<file path="config.mk">
export PLATFORM = sky130hd
export DESIGN_NAME = buzzer_beep_pattern_sequencer_unit_flat
export DESIGN_NICKNAME = d
export VERILOG_FILES = /design/src/design/bbps_pkg.sv /design/src/design/bbps_req_if.sv /design/src/design/bbps_rsp_if.sv /design/src/design/bbps_cfg_if.sv /design/src/design/bbps_step.sv /design/src/design/buzzer_beep_pattern_sequencer_unit.sv /design/src/flat_wrapper.sv
export SDC_FILE = /design/constraint.sdc
export NUM_CORES = 1
export LEC_CHECK = 0
export ABC_AREA = 1
export BUFFER_PORTS_ARGS = -buffer_cell sky130_fd_sc_hd__buf_4
export CORE_MARGIN = 1
export CORE_UTILIZATION = 57
export CTS_CLUSTER_DIAMETER = 150
export DETAILED_ROUTE_END_ITERATION = 10
export GPL_TIMING_DRIVEN = 0
export PLACE_DENSITY = 0.76
export SLEW_MARGIN = 10
export SYNTH_ARGS = -nofsm -noshare
export SYNTH_HDL_FRONTEND = slang
export SYNTH_SLANG_ARGS = --single-unit
</file>
<file path="constraint.sdc">
create_clock -name clk -period 4.4 [get_ports clk]
set_input_delay 0.22 -clock clk [delete_from_list [all_inputs] [get_ports clk]]
set_output_delay 0.22 -clock clk [all_outputs]
set_load 0.01 [all_outputs]
</file>
<file path="src/design/bbps_pkg.sv">
// Package with the types, constants and helper function of the buzzer beep sequencer.
package bbps_pkg;

    localparam int TICK_BITS = 10;
    localparam int REG_W = 10;
    localparam int CMP_W = ((TICK_BITS > REG_W) ? TICK_BITS : REG_W) + 1;
    localparam int CFG_IDX_W = 2;
    localparam int STEP_W = 3;
    localparam int SOUND_W = 3;

    localparam logic [TICK_BITS-1:0] TICK_MAX = {TICK_BITS{1'b1}};

    localparam logic [REG_W-1:0] BEEP_RST = REG_W'(100);
    localparam logic [REG_W-1:0] SHORT_GAP_RST = REG_W'(100);
    localparam logic [REG_W-1:0] LONG_GAP_RST = REG_W'(300);
    localparam logic [REG_W-1:0] LONG_BEEP_RST = REG_W'(1000);

    localparam logic [CFG_IDX_W-1:0] CFG_BEEP = 2'd0;
    localparam logic [CFG_IDX_W-1:0] CFG_SHORT_GAP = 2'd1;
    localparam logic [CFG_IDX_W-1:0] CFG_LONG_GAP = 2'd2;
    localparam logic [CFG_IDX_W-1:0] CFG_LONG_BEEP = 2'd3;

    localparam logic [SOUND_W-1:0] SOUND_HIGH_POWER = 3'd1;
    localparam logic [SOUND_W-1:0] SOUND_ERROR = 3'd2;
    localparam logic [SOUND_W-1:0] SOUND_LOW_POWER = 3'd3;

    localparam logic CMD_TICK = 1'b0;
    localparam logic CMD_REQUEST = 1'b1;

    typedef enum logic [1:0] {
        KIND_SINGLE  = 2'd0,
        KIND_ERROR   = 2'd1,
        KIND_LOWPWR  = 2'd2,
        KIND_FACTORY = 2'd3
    } kind_t;

    typedef struct packed {
        logic [REG_W-1:0] beep;
        logic [REG_W-1:0] short_gap;
        logic [REG_W-1:0] long_gap;
        logic [REG_W-1:0] long_beep;
    } cfg_t;

    typedef struct packed {
        logic                 active;
        kind_t                kind;
        logic [STEP_W-1:0]    step;
        logic [TICK_BITS-1:0] ticks_left;
        logic                 drive;
    } state_t;

    function automatic logic [TICK_BITS-1:0] clamp_ticks(input logic [REG_W-1:0] v);
        logic [CMP_W-1:0] wide;
        wide = CMP_W'(v);
        if (wide > CMP_W'(TICK_MAX))
        begin
            return TICK_MAX;
        end
        return wide[TICK_BITS-1:0];
    endfunction

endpackage

</file>
<file path="src/design/bbps_req_if.sv">
// Request channel interface carrying ticks and beep requests.
interface bbps_req_if;
    logic                         valid;
    logic                         ready;
    logic                         command;
    logic [bbps_pkg::SOUND_W-1:0] sound;

    modport source (output valid, output command, output sound, input ready);
    modport sink (input valid, input command, input sound, output ready);
endinterface

</file>
<file path="src/design/bbps_rsp_if.sv">
// Result channel interface carrying one status item per request transfer.
interface bbps_rsp_if;
    logic valid;
    logic ready;
    logic accepted;
    logic buzzer_on;
    logic busy_res;

    modport source (output valid, output accepted, output buzzer_on, output busy_res,
                    input ready);
    modport sink (input valid, input accepted, input buzzer_on, input busy_res,
                  output ready);
endinterface

</file>
<file path="src/design/bbps_cfg_if.sv">
// Configuration write channel interface.
interface bbps_cfg_if;
    logic                           valid;
    logic                           ready;
    logic [bbps_pkg::CFG_IDX_W-1:0] index;
    logic [bbps_pkg::REG_W-1:0]     data;

    modport source (output valid, output index, output data, input ready);
    modport sink (input valid, input index, input data, output ready);
endinterface

</file>
<file path="src/design/bbps_step.sv">
// Next-state logic of the sequencer for one tick or request.
module bbps_step (
    input  bbps_pkg::state_t              cur,
    input  bbps_pkg::cfg_t                cfg,
    input  logic                          command,
    input  logic [bbps_pkg::SOUND_W-1:0]  sound,
    output bbps_pkg::state_t              nxt,
    output logic                          took
);

    logic                           run;
    logic                           run_level;
    logic [bbps_pkg::REG_W-1:0]     run_len;
    logic [bbps_pkg::STEP_W-1:0]    s;

    always_comb
    begin
        s = cur.step;
        run = 1'b0;
        run_level = 1'b0;
        run_len = cfg.beep;
        unique case (cur.kind)
            bbps_pkg::KIND_SINGLE, bbps_pkg::KIND_FACTORY:
            begin
                if (s == 3'd0)
                begin
                    run = 1'b1;
                    run_level = 1'b1;
                    run_len = (cur.kind == bbps_pkg::KIND_FACTORY) ? cfg.long_beep : cfg.beep;
                end
            end
            bbps_pkg::KIND_LOWPWR:
            begin
                if (s == 3'd0 || s == 3'd2)
                begin
                    run = 1'b1;
                    run_level = 1'b1;
                end
                else if (s == 3'd1)
                begin
                    run = 1'b1;
                    run_len = cfg.short_gap;
                end
            end
            default:
            begin
                if (!s[0])
                begin
                    run = 1'b1;
                    run_level = 1'b1;
                end
                else if (s == 3'd1 || s == 3'd5)
                begin
                    run = 1'b1;
                    run_len = cfg.short_gap;
                end
                else if (s == 3'd3)
                begin
                    run = 1'b1;
                    run_len = cfg.long_gap;
                end
            end
        endcase
    end

    always_comb
    begin
        nxt = cur;
        took = 1'b0;
        if (command == bbps_pkg::CMD_REQUEST)
        begin
            if (!cur.active)
            begin
                priority if (sound <= bbps_pkg::SOUND_HIGH_POWER)
                begin
                    nxt.kind = bbps_pkg::KIND_SINGLE;
                end
                else if (sound == bbps_pkg::SOUND_ERROR)
                begin
                    nxt.kind = bbps_pkg::KIND_ERROR;
                end
                else if (sound == bbps_pkg::SOUND_LOW_POWER)
                begin
                    nxt.kind = bbps_pkg::KIND_LOWPWR;
                end
                else
                begin
                    nxt.kind = bbps_pkg::KIND_FACTORY;
                end
                nxt.active = 1'b1;
                nxt.step = '0;
                nxt.ticks_left = bbps_pkg::clamp_ticks(cfg.beep);
                took = 1'b1;
            end
        end
        else if (cur.active)
        begin
            if (cur.ticks_left <= bbps_pkg::TICK_BITS'(1))
            begin
                if (run)
                begin
                    nxt.drive = run_level;
                    nxt.ticks_left = bbps_pkg::clamp_ticks(run_len);
                    nxt.step = s + 3'd1;
                end
                else
                begin
                    nxt.drive = 1'b0;
                    nxt.active = 1'b0;
                    nxt.step = '0;
                    nxt.ticks_left = '0;
                end
            end
            else
            begin
                nxt.ticks_left = cur.ticks_left - bbps_pkg::TICK_BITS'(1);
            end
        end
    end

endmodule

</file>
<file path="src/design/buzzer_beep_pattern_sequencer_unit.sv">
// Top level of the buzzer beep pattern sequencer.
// The result of a request transfer is registered and offered in the cycle after the transfer.
// Throughput: one item per cycle while results are taken; the result register frees as it is taken.
// The state update and the result register sit behind one short step of logic.
// Reset clears the sequencer to idle with the buzzer off and loads the default lengths.
module buzzer_beep_pattern_sequencer_unit (
    input  logic      clk,
    input  logic      rst_n,
    bbps_req_if.sink  req,
    bbps_rsp_if.source rsp,
    bbps_cfg_if.sink  cfg
);

    bbps_pkg::cfg_t   cfg_reg;
    bbps_pkg::state_t state_reg;
    bbps_pkg::state_t state_next;
    logic             took_next;
    logic             out_valid_reg;
    logic             accepted_reg;
    logic             buzzer_reg;
    logic             busy_reg;
    logic             in_fire;

    assign cfg.ready = 1'b1;
    assign req.ready = !out_valid_reg || rsp.ready;
    assign in_fire = req.valid && req.ready;

    bbps_step u_step (
        .cur     (state_reg),
        .cfg     (cfg_reg),
        .command (req.command),
        .sound   (req.sound),
        .nxt     (state_next),
        .took    (took_next)
    );

    always_ff @(posedge clk or negedge rst_n)
    begin
        if (!rst_n)
        begin
            cfg_reg.beep <= bbps_pkg::BEEP_RST;
            cfg_reg.short_gap <= bbps_pkg::SHORT_GAP_RST;
            cfg_reg.long_gap <= bbps_pkg::LONG_GAP_RST;
            cfg_reg.long_beep <= bbps_pkg::LONG_BEEP_RST;
        end
        else if (cfg.valid)
        begin
            unique case (cfg.index)
                bbps_pkg::CFG_BEEP:      cfg_reg.beep <= cfg.data;
                bbps_pkg::CFG_SHORT_GAP: cfg_reg.short_gap <= cfg.data;
                bbps_pkg::CFG_LONG_GAP:  cfg_reg.long_gap <= cfg.data;
                bbps_pkg::CFG_LONG_BEEP: cfg_reg.long_beep <= cfg.data;
                default:                 cfg_reg.beep <= cfg_reg.beep;
            endcase
        end
    end

    always_ff @(posedge clk or negedge rst_n)
    begin
        if (!rst_n)
        begin
            state_reg <= '0;
            out_valid_reg <= 1'b0;
        end
        else
        begin
            if (in_fire)
            begin
                state_reg <= state_next;
                out_valid_reg <= 1'b1;
            end
            else if (rsp.ready)
            begin
                out_valid_reg <= 1'b0;
            end
        end
    end

    always_ff @(posedge clk)
    begin
        if (in_fire)
        begin
            accepted_reg <= took_next;
            buzzer_reg <= state_next.drive;
            busy_reg <= state_next.active;
        end
    end

    assign rsp.valid = out_valid_reg;
    assign rsp.accepted = accepted_reg;
    assign rsp.buzzer_on = buzzer_reg;
    assign rsp.busy_res = busy_reg;

    // An idle sequencer keeps the buzzer off with an empty countdown.
    a_idle_quiet: assert property (@(posedge clk) disable iff (!rst_n)
        !state_reg.active |-> (!state_reg.drive && state_reg.ticks_left == '0))
        else $error("idle sequencer with buzzer on or countdown loaded");

    // A taken request starts with the initial silence.
    a_accept_silent: assert property (@(posedge clk) disable iff (!rst_n)
        (rsp.valid && rsp.accepted) |-> (rsp.busy_res && !rsp.buzzer_on))
        else $error("accepted request not busy and silent");

    // Single-beep patterns never advance past their only beep.
    a_single_steps: assert property (@(posedge clk) disable iff (!rst_n)
        (state_reg.kind == bbps_pkg::KIND_SINGLE || state_reg.kind == bbps_pkg::KIND_FACTORY)
        |-> (state_reg.step <= 3'd1))
        else $error("single-beep pattern stepped too far");

    // A request that finds the block busy leaves the pattern untouched.
    a_busy_refuse: assert property (@(posedge clk) disable iff (!rst_n)
        (in_fire && req.command && state_reg.active) |=>
        (state_reg == $past(state_reg) && !rsp.accepted))
        else $error("busy request changed the state");

endmodule

</file>
<file path="src/flat_wrapper.sv">
// flat-port wrapper written by rule: the top's interface ports become plain ports
module buzzer_beep_pattern_sequencer_unit_flat 
  (clk, rst_n, req_valid, req_command, req_sound, req_ready, rsp_valid, rsp_accepted, rsp_buzzer_on, rsp_busy_res, rsp_ready, cfg_valid, cfg_index, cfg_data, cfg_ready);
  bbps_req_if req_i ();
  bbps_rsp_if rsp_i ();
  bbps_cfg_if cfg_i ();
  input  logic clk;
  input  logic rst_n;
  input wire logic [$bits(req_i.valid)-1:0] req_valid;
  input wire logic [$bits(req_i.command)-1:0] req_command;
  input wire logic [$bits(req_i.sound)-1:0] req_sound;
  output wire logic [$bits(req_i.ready)-1:0] req_ready;
  output wire logic [$bits(rsp_i.valid)-1:0] rsp_valid;
  output wire logic [$bits(rsp_i.accepted)-1:0] rsp_accepted;
  output wire logic [$bits(rsp_i.buzzer_on)-1:0] rsp_buzzer_on;
  output wire logic [$bits(rsp_i.busy_res)-1:0] rsp_busy_res;
  input wire logic [$bits(rsp_i.ready)-1:0] rsp_ready;
  input wire logic [$bits(cfg_i.valid)-1:0] cfg_valid;
  input wire logic [$bits(cfg_i.index)-1:0] cfg_index;
  input wire logic [$bits(cfg_i.data)-1:0] cfg_data;
  output wire logic [$bits(cfg_i.ready)-1:0] cfg_ready;
  assign req_i.valid = req_valid;
  assign req_i.command = req_command;
  assign req_i.sound = req_sound;
  assign req_ready = req_i.ready;
  assign rsp_valid = rsp_i.valid;
  assign rsp_accepted = rsp_i.accepted;
  assign rsp_buzzer_on = rsp_i.buzzer_on;
  assign rsp_busy_res = rsp_i.busy_res;
  assign rsp_i.ready = rsp_ready;
  assign cfg_i.valid = cfg_valid;
  assign cfg_i.index = cfg_index;
  assign cfg_i.data = cfg_data;
  assign cfg_ready = cfg_i.ready;
  buzzer_beep_pattern_sequencer_unit u_core (.clk(clk), .rst_n(rst_n), .req(req_i), .rsp(rsp_i), .cfg(cfg_i));
endmodule
</file>
======== Yosys cells after proc, flatten, opt, wreduce, memory -nomap -nowiden ========
Index checks and enable logic that the tools add are counted.
word-level totals
  register bits after elaboration ......... 61
  bits of input ports ..................... 21
  output and inout bits ................... 6
  logic and storage cells ................. 85
operators by class
  $add $sub $neg .......................... 2
  $lt $le $gt $ge ......................... 2
  equality and inequality tests ........... 12
  multiplexer cells ....................... 36
  bitwise operators ....................... 1
  reductions and logical operators ........ 19
operator list
  kind                     count
  $mux W10                 8
  $mux W14                 2
  $mux W13                 2
  $pmux W10 S2             1
  $mux W1                  18
  $eq A3 B2 Y1 const B     4
  $le A10 B1 Y1 const B    1
  $sub A10 B1 Y10 const B  1
  $eq A2 B2 Y1 const B     4
  $reduce_and A2 Y1        4
  $reduce_and A3 Y1        2
  $reduce_bool A2 Y1       3
  $logic_not A2 Y1         2
  $mux W2                  2
  $pmux W1 S2              2
  $reduce_and A4 Y1        1
  $add A3 B1 Y3 const B    1
  $eq A3 B1 Y1 const B     1
  $eq A3 B3 Y1 const B     1
  $le A3 B1 Y1 const B     1
  $logic_not A3 Y1         1
  $logic_or A1 B1 Y1       3
  $mux W3                  1
  $eq A2 B1 Y1 const B     1
  5 further kinds          5

======== Logic depth before layout (Yosys ltp) ========
  depth in word-level cells ............... 9
  depth in mapped cells ................... 13

======== Cells and area by module ========
Synthesis repeated with hierarchy kept, for this count alone.
unflattened totals
  cell total of the unflattened synthesis .. 645
  area total of the unflattened synthesis .. 4346.7 sq um
modules (own cells, without submodules)
  module                              instances  cells an instance  area an instance (sq um)
  buzzer_beep_pattern_sequencer_unit  1          262                2472.4
  bbps_step                           1          383                1874.3

======== Least setup slack after synthesis ========
No wires, ideal clock.
  path kind ............................... reg-to-reg
  start point ............................. register u_core.state_reg[11] in the netlist's numbering
  end point ............................... register u_core.state_reg[1] in the netlist's numbering
  library setup time ...................... 0.078 ns
  arrival ................................. 1.750 ns
  data required time ...................... 4.322 ns
  setup slack ............................. 2.572 ns
  cell stages (with the launch flop) ...... 12
  buffers on the path ..................... 2
  period minus slack after synthesis ...... 1.828 ns
  cell sequence ........................... dfrtp_1 > inv_1 > buf_2 > ha_1 > nor2_4 > nand2_4 > buf_6 > a21oi_1 > o21ai_1 > nand3_1 > nand3_1 > a21boi_1
on the way
  cells in the longest elaborated chain, start to end .. 9
  elaborated cells between the ends (all ways) .. 25
  those cells by class .................... eq/ne: 4; mux: 18; reduce/logical: 3
RTL lines
  element                                             RTL line                                  source
  start: declaration                                  buzzer_beep_pattern_sequencer_unit.sv:15  bbps_pkg::state_t state_reg;
  start signal: assignment                            buzzer_beep_pattern_sequencer_unit.sv:69  state_reg <= state_next;
  $eq A3 B2 Y1, or another cell as far along          bbps_step.sv:57                           else if (s == 3'd3)
  $mux W10, or another cell as far along              bbps_step.sv:57
  $mux W10 / $mux W1 (equally long branches)          bbps_step.sv:52                           else if (s == 3'd1 || s == 3'd5)
  $mux W10 / $mux W1 (equally long branches)          bbps_step.sv:47                           if (!s[0])
  $pmux W10 S2 / $pmux W1 S2 (equally long branches)  bbps_step.sv:22                           unique case (cur.kind)
  $mux W14 (*)                                        bbps_step.sv:100                          if (run)
  $mux W10 (*)                                        bbps_step.sv:98                           if (cur.ticks_left <= bbps_pkg::TICK_BITS'(1))
  $mux W14 (*)                                        bbps_step.sv:96                           else if (cur.active)
  $mux W13 (*)                                        bbps_step.sv:70                           if (command == bbps_pkg::CMD_REQUEST)
Every way passes the cells marked *; elsewhere a longest branch is shown, timed or not. The select of a mux whose other input is x is not followed.
A chain may end at the register's enable or synchronous reset.

======== Final worst setup path ========
  start point ............................. register u_core.state_reg[11] in the netlist's numbering
  end point ............................... register u_core.state_reg[10] in the netlist's numbering
Same word-level chain as after synthesis.

==> results.json <==
{
  "routed_wl_um": 9370,
  "endpoint": "u_core.state_reg[10]",
  "syn_nets": 553,
  "htreeDepth": 3,
  "pre_cts_slack_ps": 2210,
  "die-area_mm2": 0.00708,
  "fin_crit_sh_pct": 51.3,
  "p_sw_share_pct": 39.8,
  "violations": "DRC",
  "viasPerCell": 5.51,
  "num_vias": 3518,
  "setup_viol": 0,
  "reg2reg_slack_ps": 2140,
  "synth_top_area_cell": "dfrtp_1",
  "grt_max_degree": 59,
  "antenna_found_initial": 0,
  "grt_overflow": 0,
  "num_rows": 29,
  "fin_tns_setup_ps": 0,
  "power_frac_seq_pct": 35.9,
  "area_growth_pct": 13.7,
  "gp_congestion": 0.905,
  "die_h_um": 84.1,
  "layout_common_cells": "133 x nand2_1, 57 x o21ai_0, 55 x inv_1",
  "cap_violations": 0,
  "diodes": 0,
  "synth_fa_ha_area_share_pct": 4.23,
  "synth.avg_cell_area_um2": 7.41,
  "numPortBuffers": 25,
  "max_freq_ghz": 0.443,
  "core_mm2": 0.00642,
  "synth.distinct_cells": 37,
  "clock_latency_ps": 350,
  "slew_viol_final": 0,
  "cp_cell_sequence": "inv_1, buf_2, ha_1, nand3_4, buf_2, o211ai_1, nand3_1, nand3_1, a21boi_1",
  "drive_gt1_share_pct": 18.2,
  "first_pass_iters": 8,
  "drc_errors": 4,
  "largest_register_ffs": 40,
  "switching_power_w": 0.000894,
  "synth_xor_area_share_pct": 0.911,
  "crit_required_ps": 4640,
  "layout_commonest_cell": "nand2_1",
  "io_pins": 27,
  "start_util_pct": 59.9,
  "rsz0062_at_grt": "no",
  "crit_path_top_delay_cell": "dfrtp_1",
  "tightest_slew_ps": 724,
  "path_buf_inv": 3,
  "ys_seq_elements": 61,
  "finalWorstSetupSlack_ps": 2140,
  "slowest_delay_ps": 470,
  "p_int_w": 0.00135,
  "reg2reg_from": "u_core.state_reg[11]",
  "antenna_left": 0,
  "finalNetCount": 590,
  "critPathArrivalTime_ps": 2500,
  "ys_seq_area_share_pct": 40.6,
  "peakVddDrop_mv": 0.286,
  "synth_top_family_by_area": "simple AND/OR/NAND/NOR gates",
  "dr.first_iter.drc_count": 247,
  "synth_area_leaders": "dfrtp_1 27%, nand2_1 13%, dfstp_2 11%",
  "synthMuxAreaShare_pct": 0.260,
  "cts_sinks": 61,
  "r2r-end": "u_core.state_reg[10]",
  "wl_per_cell_um": 14.7,
  "hold_viol": 0,
  "status": "complete, but fails checks",
  "synth-simple-area-share_pct": 28.4,
  "comb_power_share_pct": 38.2,
  "cts_made_buffers": 9,
  "critPathLaunch": "u_core.state_reg[11]",
  "relSlewSlack_pct": 51.7,
  "path_max_fanout": 11,
  "pwr-share-clk_pct": 26.0,
  "syn_inst": 519,
  "grt_usage_pct": 29.4,
  "fill_cells": 587,
  "clock_path_buffers": 2,
  "fin_worst_skew_ps": 6.52,
  "post_cts_resized": 0,
  "cp_top_family": "buffers and inverters",
  "start_kind": "flop",
  "whs_ps": 126,
  "leakage_nw": 2.16,
  "grt_pass1_wl_um": 16300,
  "post-route-min-period_ps": 2260,
  "grt_pass1_vias": 3421,
  "clockRootBuffer": "clkbuf_8",
  "cp-end-kind": "flop",
  "powerDensity_mw_per_mm2": 513,
  "hold_path.class": "in2reg",
  "cts.clk_slew.worst_paths_ps": 70,
  "cts_tree": "yes",
  "ff2ff_path_depth": 9,
  "dpl.hpwl_um": 6950,
  "yosysWarnings": 0,
  "synthDominantCellAreaShare_pct": 27.3,
  "die-width_um": 84.1,
  "critPathKind": "reg2reg",
  "synth_compound_area_share_pct": 16.6,
  "worstSetupPathDepth": 9,
  "syn_area_mm2": 0.00385
}
==> logic make-up (layout without fill, tap and decap cells) <==
family / count (synthesis) / after routing
fa+ha+maj: 13 / 13
simple gates: 239 / 239
flops: 61 / 61
xor+xnor: 4 / 4
other cells: 1 / 1
buf+inv: 86 / 128
compound gates: 114 / 114
mux: 1 / 1
==> how the worst min path moves through the flow <==
stage / startpoint / cells after the start / slack [ps] / endpoint
2_1_floorplan: rst_n / 0 / -80 / u_core.cfg_reg[0]
3_3_place_gp: rst_n / 1 / 320 / u_core.state_reg[0]
3_5_place_dp: rst_n / 1 / 320 / u_core.state_reg[0]
4_1_cts: req_sound[2] / 3 / 120 / u_core.state_reg[15]
5_1_grt: req_sound[2] / 3 / 140 / u_core.state_reg[15]
6_report: req_sound[2] / 3 / 130 / u_core.state_reg[15]
==> timing repair <==
action                    4_1_cts  5_1_grt
setup buffers                   0        0
hold endpoints to repair       42        0
hold buffers                    1        0
==> layout make-up <==
class / count / area, µm² / area share, %
inverters: 67 / 251 / 5.75
clock inverters: 5 / 81.3 / 1.86
plain buffers: 19 / 91.3 / 2.09
repair buffers: 26 / 198 / 4.52
clock buffers: 11 / 153 / 3.49
flip-flops and latches: 61 / 1560 / 35.7
well taps: 77 / 96.3 / 2.20
multi-input cells: 372 / 1940 / 44.4
==> per-stage QoR <==
step	instance area (µm²)	instances	total power (W)	utilization, %
after detailed placement	4130	621	0.00165	64.3
after CTS	4370	638	0.00224	68.1
after floorplan	3850	519	0.00143	-
after global routing	4370	638	0.00240	68.1
final	4370	638	0.00225	68.1
after global placement	4130	621	0.00163	64.3
==> synth_stat cells <==
cell,count
nand4_2,2
nand2_1,133
inv_2,11
nor2_2,2
buf_4,1
nand3_1,46
ha_1,13
a21oi_2,5
o21ai_0,57
buf_2,7
mux2i_1,1
a21oi_1,28
xor2_1,3
edfxtp_1,3
clkinv_1,1
nand3_4,1
a21boi_1,5
inv_1,55
nand2_2,4
nor2_1,36
xnor2_1,1
clkbuf_1,10
nor2_4,4
nand2_4,3
or2_0,1
nand3b_1,5
a31oi_1,1
nand4_1,1
o211ai_1,6
conb_1,1
o21ai_2,3
dfstp_2,16
buf_6,1
nor2_8,1
o21ai_1,8
a22oi_2,1
dfrtp_1,42
==> routing by layer <==
| metal | up-vias | GRT usage (%) | routed length [µm] |
|---|---|---|---|
| met5 | - | 0 | 0 |
| met4 | 0 | 11.3 | 180 |
| met3 | 16 | 5.60 | 549 |
| met2 | 124 | 48.4 | 4390 |
| met1 | 1620 | 38.9 | 4240 |
| li1 | 1758 | - | - |
==> power groups by stage <==
stage / Combinational [W] / Clock (W) / Sequential [W]
2_1_floorplan: 0.000657 / 0 / 0.000777
3_3_place_gp: 0.000826 / 0 / 0.000805
3_5_place_dp: 0.000842 / 0 / 0.000810
4_1_cts: 0.000851 / 0.000591 / 0.000802
5_1_grt: 0.000968 / 0.000612 / 0.000818
6_report: 0.000857 / 0.000583 / 0.000806
==> worst reg2reg max path, cell delays in order, from the launching register on <==
cell and delay [ps]:
dfrtp_1 470, inv_1 170, buf_2 280, ha_1 370, nand3_4 160, buf_2 210, o211ai_1 210, nand3_1 110
nand3_1 100, a21boi_1 70
Power figures use the tool's default switching activity.
